==> src/design/rhos_pkg.sv <==
`timescale 1ns / 1ps
// ----------------------------------------------------------------------------
// rhos_pkg
// shared types and constants of the radial hit order sorter
// ----------------------------------------------------------------------------
package rhos_pkg;

    // store capacity in hits
    localparam int MAX_HITS = 64;
    localparam int ADDR_W   = (MAX_HITS > 1) ? $clog2(MAX_HITS) : 1;
    localparam int CNT_W    = $clog2(MAX_HITS + 1);

    localparam int ID_W     = 16;
    localparam int RAD_W    = 16;
    localparam int WIRE_W   = 9;
    localparam int LAYER_SH = 8;
    localparam int ENTRY_W  = ID_W + RAD_W + WIRE_W;
    localparam int S_DATA_W = ((ENTRY_W + 7) / 8) * 8;

    // configuration port
    localparam int CFG_IDX_W  = 8;
    localparam int CFG_DATA_W = 9;
    localparam logic [CFG_IDX_W-1:0] CFG_CHARGE_NEG = CFG_IDX_W'(0);
    localparam logic [CFG_IDX_W-1:0] CFG_WRAP_TH    = CFG_IDX_W'(1);
    localparam logic [WIRE_W-1:0]    WRAP_TH_RESET  = WIRE_W'(100);

    typedef struct packed {
        logic [WIRE_W-1:0] wire_number;
        logic [RAD_W-1:0]  radius;
        logic [ID_W-1:0]   hit_id;
    } t_entry;

    typedef struct packed {
        logic              charge_negative;
        logic [WIRE_W-1:0] wrap_threshold;
    } t_cfg;

    typedef enum logic [2:0] {
        ST_IDLE,
        ST_RD,
        ST_CMP,
        ST_PLACE,
        ST_ERD,
        ST_EOUT
    } t_state;

endpackage

==> src/design/rhos_key_compare.sv <==
`timescale 1ns / 1ps
// ----------------------------------------------------------------------------
// rhos_key_compare
// ordering test: is hit a placed before hit b
// ----------------------------------------------------------------------------
module rhos_key_compare (
    input  rhos_pkg::t_entry i_a,
    input  rhos_pkg::t_entry i_b,
    input  rhos_pkg::t_cfg   i_cfg,
    output logic             o_less
);
    import rhos_pkg::*;

    logic same_layer;
    logic a_zero_b_high;
    logic a_high_b_zero;

    assign same_layer    = (i_a.radius[RAD_W-1:LAYER_SH] == i_b.radius[RAD_W-1:LAYER_SH]);
    assign a_zero_b_high = (i_a.wire_number == '0) && (i_b.wire_number > i_cfg.wrap_threshold);
    assign a_high_b_zero = (i_a.wire_number > i_cfg.wrap_threshold) && (i_b.wire_number == '0);

    always_comb begin
        if (!same_layer) begin
            o_less = (i_a.radius < i_b.radius);
        end else if (a_zero_b_high) begin
            o_less = !i_cfg.charge_negative;
        end else if (a_high_b_zero) begin
            o_less = i_cfg.charge_negative;
        end else if (i_cfg.charge_negative) begin
            o_less = (i_a.wire_number < i_b.wire_number);
        end else begin
            o_less = (i_a.wire_number > i_b.wire_number);
        end
    end

endmodule

==> src/design/radial_hit_order_sorter_unit.sv <==
`timescale 1ns / 1ps
// ----------------------------------------------------------------------------
// radial_hit_order_sorter_unit
// collects one track's hits in a sorted store, emits the ids on the final hit
// ----------------------------------------------------------------------------
// a hit walks from the end of the store until a stored entry stops it or it
//   reaches the front, with one store read and one key compare per step;
//   each entry it passes moves up one slot; when the store is full it is dropped
// each result is a store read into the output register, held through stalls
// input is not ready while a hit is placed or results are emitted
// synchronous active-low reset clears count, overflow flag, state and config registers;
//   the hit store itself is not cleared and needs no clearing pass
// ----------------------------------------------------------------------------
module radial_hit_order_sorter_unit (
    input  logic                                i_clk,
    input  logic                                i_rst_n,
    // slave side, tdata: hit_id[15:0], radius[31:16], wire_number[40:32], zero pad
    input  logic                                i_s_tvalid,
    output logic                                o_s_tready,
    input  logic [rhos_pkg::S_DATA_W-1:0]       i_s_tdata,
    input  logic                                i_s_tlast,  // final_hit
    // master side, tdata: sorted_hit_id[15:0]
    output logic                                o_m_tvalid,
    input  logic                                i_m_tready,
    output logic [rhos_pkg::ID_W-1:0]           o_m_tdata,
    output logic                                o_m_tlast,  // final_result
    output logic                                o_m_tuser,  // tuser: overflow
    // configuration write channel
    input  logic                                i_cfg_valid,
    output logic                                o_cfg_ready,
    input  logic [rhos_pkg::CFG_IDX_W-1:0]      i_cfg_index,
    input  logic [rhos_pkg::CFG_DATA_W-1:0]     i_cfg_data
);
    import rhos_pkg::*;

    // sequencer state
    t_state             r_state, n_state;
    logic [CNT_W-1:0]   r_count, n_count;     // entries held
    logic [CNT_W-1:0]   r_ptr, n_ptr;         // slot the new hit would take
    logic [CNT_W-1:0]   r_out_idx, n_out_idx; // next entry to emit
    logic               r_dropped, n_dropped;
    logic               r_final, n_final;
    t_entry             r_new;                // hit being placed
    t_cfg               r_cfg;

    // hit store, single write and single registered read
    t_entry             r_mem [MAX_HITS];
    t_entry             r_rd;
    logic               rd_en;
    logic [ADDR_W-1:0]  rd_addr;
    logic               wr_en;
    logic [ADDR_W-1:0]  wr_addr;
    t_entry             wr_data;

    logic               s_accept;
    logic               m_accept;
    logic               less;
    logic [CNT_W-1:0]   ptr_dec;

    assign o_s_tready  = (r_state == ST_IDLE);
    assign o_cfg_ready = 1'b1;
    assign s_accept    = i_s_tvalid && o_s_tready;
    assign m_accept    = o_m_tvalid && i_m_tready;
    assign ptr_dec     = r_ptr - CNT_W'(1);

    // output register is the store read register, held while in the emit state
    assign o_m_tvalid = (r_state == ST_EOUT);
    assign o_m_tdata  = r_rd.hit_id;
    assign o_m_tlast  = (r_out_idx == r_count - CNT_W'(1));
    assign o_m_tuser  = r_dropped;

    // the one compare unit: new hit against the entry just read
    rhos_key_compare u_cmp (
        .i_a    (r_new),
        .i_b    (r_rd),
        .i_cfg  (r_cfg),
        .o_less (less)
    );

    // configuration registers, taken in any state
    always_ff @(posedge i_clk) begin
        if (!i_rst_n) begin
            r_cfg.charge_negative <= 1'b0;
            r_cfg.wrap_threshold  <= WRAP_TH_RESET;
        end else if (i_cfg_valid && o_cfg_ready) begin
            unique case (i_cfg_index)
                CFG_CHARGE_NEG: r_cfg.charge_negative <= i_cfg_data[0];
                CFG_WRAP_TH:    r_cfg.wrap_threshold  <= i_cfg_data[WIRE_W-1:0];
                default: ;
            endcase
        end
    end

    // incoming hit latch
    always_ff @(posedge i_clk) begin
        if (s_accept) begin
            r_new <= t_entry'(i_s_tdata[ENTRY_W-1:0]);
        end
    end

    // store ports
    always_ff @(posedge i_clk) begin
        if (wr_en) begin
            r_mem[wr_addr] <= wr_data;
        end
        if (rd_en) begin
            r_rd <= r_mem[rd_addr];
        end
    end

    // state registers
    always_ff @(posedge i_clk) begin
        if (!i_rst_n) begin
            r_state   <= ST_IDLE;
            r_count   <= '0;
            r_ptr     <= '0;
            r_out_idx <= '0;
            r_dropped <= 1'b0;
            r_final   <= 1'b0;
        end else begin
            r_state   <= n_state;
            r_count   <= n_count;
            r_ptr     <= n_ptr;
            r_out_idx <= n_out_idx;
            r_dropped <= n_dropped;
            r_final   <= n_final;
        end
    end

    // sequencer: insertion pass, then emission on a final hit
    always_comb begin
        n_state   = r_state;
        n_count   = r_count;
        n_ptr     = r_ptr;
        n_out_idx = r_out_idx;
        n_dropped = r_dropped;
        n_final   = r_final;
        rd_en     = 1'b0;
        rd_addr   = ptr_dec[ADDR_W-1:0];
        wr_en     = 1'b0;
        wr_addr   = r_ptr[ADDR_W-1:0];
        wr_data   = r_new;

        unique case (r_state)
            ST_IDLE: begin
                if (s_accept) begin
                    n_final   = i_s_tlast;
                    n_out_idx = '0;
                    n_ptr     = r_count;
                    if (r_count == CNT_W'(MAX_HITS)) begin
                        // store full: hit dropped
                        n_dropped = 1'b1;
                        n_state   = i_s_tlast ? ST_ERD : ST_IDLE;
                    end else if (r_count == '0) begin
                        n_state = ST_PLACE;
                    end else begin
                        n_state = ST_RD;
                    end
                end
            end
            ST_RD: begin
                rd_en   = 1'b1;
                n_state = ST_CMP;
            end
            ST_CMP: begin
                wr_en = 1'b1;
                if (less) begin
                    // move the stored entry up one slot
                    wr_data = r_rd;
                    n_ptr   = ptr_dec;
                    n_state = (ptr_dec == '0) ? ST_PLACE : ST_RD;
                end else begin
                    n_count = r_count + CNT_W'(1);
                    n_state = r_final ? ST_ERD : ST_IDLE;
                end
            end
            ST_PLACE: begin
                wr_en   = 1'b1;
                n_count = r_count + CNT_W'(1);
                n_state = r_final ? ST_ERD : ST_IDLE;
            end
            ST_ERD: begin
                rd_en   = 1'b1;
                rd_addr = r_out_idx[ADDR_W-1:0];
                n_state = ST_EOUT;
            end
            ST_EOUT: begin
                if (m_accept) begin
                    if (o_m_tlast) begin
                        n_count   = '0;
                        n_dropped = 1'b0;
                        n_state   = ST_IDLE;
                    end else begin
                        n_out_idx = r_out_idx + CNT_W'(1);
                        n_state   = ST_ERD;
                    end
                end
            end
            default: begin
                n_state = ST_IDLE;
            end
        endcase
    end

endmodule

==> config.mk <==
export PLATFORM = sky130hd
export DESIGN_NAME = radial_hit_order_sorter_unit
export DESIGN_NICKNAME = d
export VERILOG_FILES = /design/src/design/rhos_pkg.sv /design/src/design/rhos_key_compare.sv /design/src/design/radial_hit_order_sorter_unit.sv
export SDC_FILE = /design/constraint.sdc
export NUM_CORES = 2
export LEC_CHECK = 0
export BUFFER_PORTS_ARGS = -buffer_cell sky130_fd_sc_hd__buf_4
export CORE_UTILIZATION = 30
export CTS_BUF_LIST = sky130_fd_sc_hd__clkbuf_16
export DETAILED_ROUTE_END_ITERATION = 8
export MAX_ROUTING_LAYER = met4
export RECOVER_POWER = 25
export SLEW_MARGIN = 20
export SYNTH_ARGS = -nofsm -noshare
export SYNTH_HDL_FRONTEND = slang
export SYNTH_SLANG_ARGS = --single-unit
==> constraint.sdc <==
create_clock -name i_clk -period 6.2 [get_ports i_clk]
set_input_delay 0.62 -clock i_clk [delete_from_list [all_inputs] [get_ports i_clk]]
set_output_delay 0.62 -clock i_clk [all_outputs]
set_load 0.1 [all_outputs]
Word level (Yosys, flattened, before mapping) --
Memory sizes are Yosys's and may differ from the RTL's. A register that Yosys moved wholly into a read port is not among the register bits. Index checks and enable logic that the tools add are counted. W data, S select, Z words.
Storage, ports and cells: flip-flop bits (word level) 77, bits in latches 0, RAM bits 2624, memory bits (read-only) 0, bits of input ports 71, output and inout port bits 21, logic and storage cells 98, memories kept 1
Memories:
- r_mem | depth 64, bits a word 41, read ports 1, clocked after Yosys merged registers in 1, write ports 1, RTL line radial_hit_order_sorter_unit.sv:47 | t_entry r_mem [MAX_HITS];
Cells by class: add/subtract/negate cells 4, $mul 0, div/mod/pow operators 0, $lt $le $gt $ge 5, equality and inequality tests 16, shifts and indexed selects 0, mux-type cells 37, bitwise gates (word level) 0, reductions and logical operators 24
Operators by type and width (number):
- $mux W41 | 2
- $mux W7 | 8
- $pmux W7 S2 | 2
- $gt A9 B9 Y1 | 3
- $mux W3 | 7
- $pmux W7 S3 | 1
- $logic_not A9 Y1 | 2
- $pmux W3 S6 | 1
- $lt A16 B16 Y1 | 1
- $add A7 B1 Y7 const B | 2
- $logic_not A7 Y1 | 2
- $sub A7 B1 Y7 const B | 2
- $mux W1 | 12
- $lt A9 B9 Y1 | 1
- $eq A8 B1 Y1 const B | 1
- $eq A8 B8 Y1 | 1
- $logic_not A8 Y1 | 1
- $ne A2 B1 Y1 const B | 4
- $reduce_and A2 Y1 | 4
- $reduce_and A4 Y1 | 2
- $eq A7 B7 Y1 | 1
- $eq A7 B7 Y1 const B | 1
- $eq A3 B2 Y1 const B | 2
- $eq A3 B3 Y1 const B | 2
- other kinds (13) | 21

Depth between registers and ports, before layout --
depth in word-level cells 7, mapped depth 13, mapped depth without buffers 11

By module --
A second synthesis with hierarchy kept.
Second synthesis, totals: cells, all modules 7516, area total of the unflattened synthesis 107667.0 um2
By module, submodules not included:
- radial_hit_order_sorter_unit | times used 1, cells each 7390, area each 106752.4 um2, sequential area each 81978.6 um2
- rhos_key_compare | times used 1, cells each 126, area each 914.6 um2, sequential area each 0.0 um2

Worst setup path before layout --
Ideal clock, no wire load.
path type register to register, from reg r_new[36] in the netlist's numbering, to mem r_mem[0][30] in the netlist's numbering, data pin, setup time 702 ps, arrival time 4749 ps, required time 5498 ps, slack 749 ps, cell stages (with the launch flop) 10, buffers on the path 1, clock period less this slack 5451 ps, cells stage by stage edfxtp_1 -> ha_1 -> a21oi_1 -> o21ai_0 -> a2111oi_0 -> o211ai_1 -> a21oi_1 -> o21ai_2 -> clkbuf_1 -> o21ai_0
RTL lines:
- start, declared | RTL line radial_hit_order_sorter_unit.sv:43 | t_entry r_new;
- start signal, assigned | RTL line radial_hit_order_sorter_unit.sv:97 | r_new <= t_entry'(i_s_tdata[ENTRY_W-1:0]);
- end, declared | RTL line radial_hit_order_sorter_unit.sv:47

Worst setup path after layout --
from reg r_state[1], to mem r_mem[23][7] in the netlist's numbering, enable pin
Between the ends: longest elaborated chain between the ends 5, elaborated cells on any way between the ends 6, classes of those cells eq/ne: 2; mux: 3; reduce/logical: 1
Ends and longest elaborated chain:
- start, declared | RTL line radial_hit_order_sorter_unit.sv:37 | t_state r_state, n_state;
- start signal, assigned | RTL line radial_hit_order_sorter_unit.sv:121 | r_state <= n_state;
- $eq A3 B2 Y1 | RTL line radial_hit_order_sorter_unit.sv:144 | unique case (r_state)
- $reduce_or A2 Y1 (no source line) (*)
- $mux W1 (*) | RTL line radial_hit_order_sorter_unit.sv:144
- $mux W1 (*) | RTL line radial_hit_order_sorter_unit.sv:103 | if (wr_en) begin
- $mux W1 (implied by the code) (*) | RTL line radial_hit_order_sorter_unit.sv:104 | r_mem[wr_addr] <= wr_data;
Mark *: on every way between the ends. The rest lies on a longest branch, timed or not.

==> reports/metrics.yaml <==
utilization_pct: 34.7
rr_startpoint: "r_state[1]"
io_pins: 92
multiInputGateArea_um2: 20200
internal_power_mw: 32.4
cpPeakStageDelay_ns: 2.72
grt_first_pass_wirelength_um: 300000
cts.clk_slew.worst_paths_ns: 0.06
reg2reg_depth: 5
clockRootBuffer: "clkbuf_16"
fp.dieArea_um2: 293000
combPwrFrac_pct: 35.5
drc: 0
fill_cells: 26568
dp_cells: 7843
power.leakage_nw: 32.1
cts_made_buffers: 203
p_switching_mw: 16.4
worst_slew_pin_slew_ns: 3.88
final_common_cell: "edfxtp_1"
worstSkewPairLatency_ns: 0.84
async_reset_ff_share_pct: 0
cts_tree: "done"
syn_area_per_cell_um2: 21.9
ant_nets: 0
cts_resized: 0
drtPass1Iterations: 5
die_h_um: 541
drt-wirelength-per-cell_um: 25.5
clock_sinks: 2214
nets: 4318
slew_headroom_pct: -159
path_buf_inv: 2
port_buffers: 75
seq_power_share_pct: 39.1
cpMaxStageDelayCell: "clkbuf_1"
first_global_vias: 41318
synth-seq-cells: 2214
hp-class: "in -> reg"
hold_end: "r_final"
cts.path.max_buffers: 3
core-area_um2: 289000
synth-main-ff-cell: "edfxtp_1"
tns_ns: 0
mostFrequentLayoutCells: "2178 x edfxtp_1, 528 x mux4_2, 506 x mux2i_1, 206 x clkbuf_16, 135 x buf_4"
violations: "max-capacitance violations, max-slew violations"
switching_share_pct: 33.7
outcome: "finished, violations left"
worstPathCellList: "nor2b_1 > nand4_1 > clkbuf_1 > nor2_4 > clkbuf_1"
seq_area_um2: 66100
fin_worst_skew_ns: 0.0310
vias: 40805
finalCritPeriodShare_pct: 84.3
crit_top_cell: "clkbuf_1"
max_cap_violations: 36
drive_gt1_share_pct: 24.9
seq_area_frac_synth_pct: 75.9
die_x_um: 541
slew_violations: 1029
cp_max_fo: 33
ff2ff_setup_slack_ns: 0.97
syn_to_final_growth_pct: 15.0
post_drt_via_cell_ratio: 4.94
start_util_pct: 30.2
ir_worst_vdd_mv: 1.22
gr-total-overflow: 0
gp_congestion: 0.790
synth-edff-count: 2178
r2r-end: "r_mem[23][7]"
rsz0062_at_grt: "no"
p_total_mw: 48.8
p_clk_share_pct: 25.4
synth_warnings: 0
antenna_found_initial: 2
netlist_area_um2: 87200
fin_crit_ns: 5.23
syn_inst: 3972
grt_max_degree: 80
fin_cells: 8256
crit_type: "reg -> reg"
setup_viol_count_final: 0
crit_family: "buffers and inverters"
dpl.hpwl_um: 115000
synth_fp_nets: 4084
ys_types: 59
drt_wl_total_um: 211000
p_per_area_nw_per_um2: 486
worstHoldPathCells: 3
cp-end-kind: "flop"
hold_violations: 0
worstHoldStart: "i_s_tlast"
clock.fmax_mhz: 191
rows: 197
gr-usage-all-layers_pct: 14.6
cts_htree_levels: 4
initialDrtViolationCount: 4289
cp.required_ns: 6.54
cp.arrival_ns: 5.57
start_kind: "flop"
## layout make-up
class / instances / area share (%)
Antenna cell: 1 / 0.00250
Clock buffer: 206 / 5.14
Clock inverter: 168 / 1.40
Inverter: 43 / 0.161
Multi-Input combinational cell: 1461 / 20.2
Sequential cell: 2214 / 66.0
Tap cell: 3880 / 4.84
Timing Repair Buffer: 283 / 2.31
## tightest hold or removal path: stages
cell and delay (ns):
buf_4 0.13, nand2_1 0.05, a21oi_1 0.05
## power by group through the flow
stage | clock, mW | sequential (mW) | combinational, mW
4_1_cts | 12.6 | 19.1 | 17.7
2_1_floorplan | 0 | 19.3 | 11.8
5_1_grt | 13.1 | 19.1 | 18.4
3_5_place_dp | 0 | 19.4 | 17.6
6_report | 12.4 | 19.1 | 17.3
3_3_place_gp | 0 | 19.4 | 17.4
## registers in the layout, summed over array words and instances, names as in the netlist
register / count
r_mem: 2112
r_new: 33
r_rd: 17
o_m_tdata: 16
r_cfg: 10
r_count: 7
r_out_idx: 7
r_ptr: 7
r_state: 3
o_m_tuser: 1
r_final: 1
## worst max-delay path by stage
stage	start	endpoint	slack (ns)	cells after the start
after floorplan	r_new[36]	r_mem[0][30]	0.75	9
after global placement	r_state[2]	r_rd[33]	1.34	10
after detailed placement	r_rd[36]	r_mem[24][5]	1.28	11
after CTS	r_rd[36]	r_mem[30][4]	1.27	11
after global routing	r_state[1]	r_mem[23][5]	0.92	5
final	r_state[1]	r_mem[23][7]	0.97	5
## Yosys cell counts, drive strengths merged, types with 24 or more instances
cell type	instances	area share, %
buf	217	1.3
o21ai	39	0.23
dfxtp	36	0.83
nand2	53	0.23
edfxtp	2178	75
inv	42	0.18
mux2i	506	5.8
nor2	113	0.49
a21oi	24	0.14
ha	41	0.59
mux4	528	14
clkbuf	37	0.16
## metrics by stage
step                      cell area (µm²)  setup WS, ns  hold WS, ns
after floorplan                     87200         0.749        0.437
after global placement              93600          1.34        0.460
after detailed placement            93700          1.28        0.458
after CTS                          101000          1.27      0.00549
after global routing               100000         0.918       0.0357
final                              100000         0.971       0.0705
## layer usage
metal | part of all wire [%] | track usage, % | up-vias
met5 | 0 | - | -
met4 | 1.5 | 3.04 | 0
met3 | 6.5 | 2.09 | 238
met2 | 48 | 23.0 | 1402
met1 | 44 | 20.1 | 22196
li1 | - | - | 16969
## repair_timing
action | CTS | global route
buffers inserted | 0 | 0
endpoints found under the hold margin | 34 | 0
endpoints found under the setup margin | 0 | 0
hold buffers | 36 | 0
## cell families (layout without fill, tap and decap cells)
logic type	count (synthesis)	after routing	synth area share, %
AOI/OAI and AO/OA	100	100	0.698
buffers and inverters	297	700	1.64
other	1	2	0.00430
DFF	2214	2214	75.9
muxes	1050	1050	19.7
and+or+nand+nor	243	243	1.29
xor gates and xnor gates	26	26	0.261
adders and majority gates	41	41	0.589
Note: power is estimated with default switching activity, not from simulation.
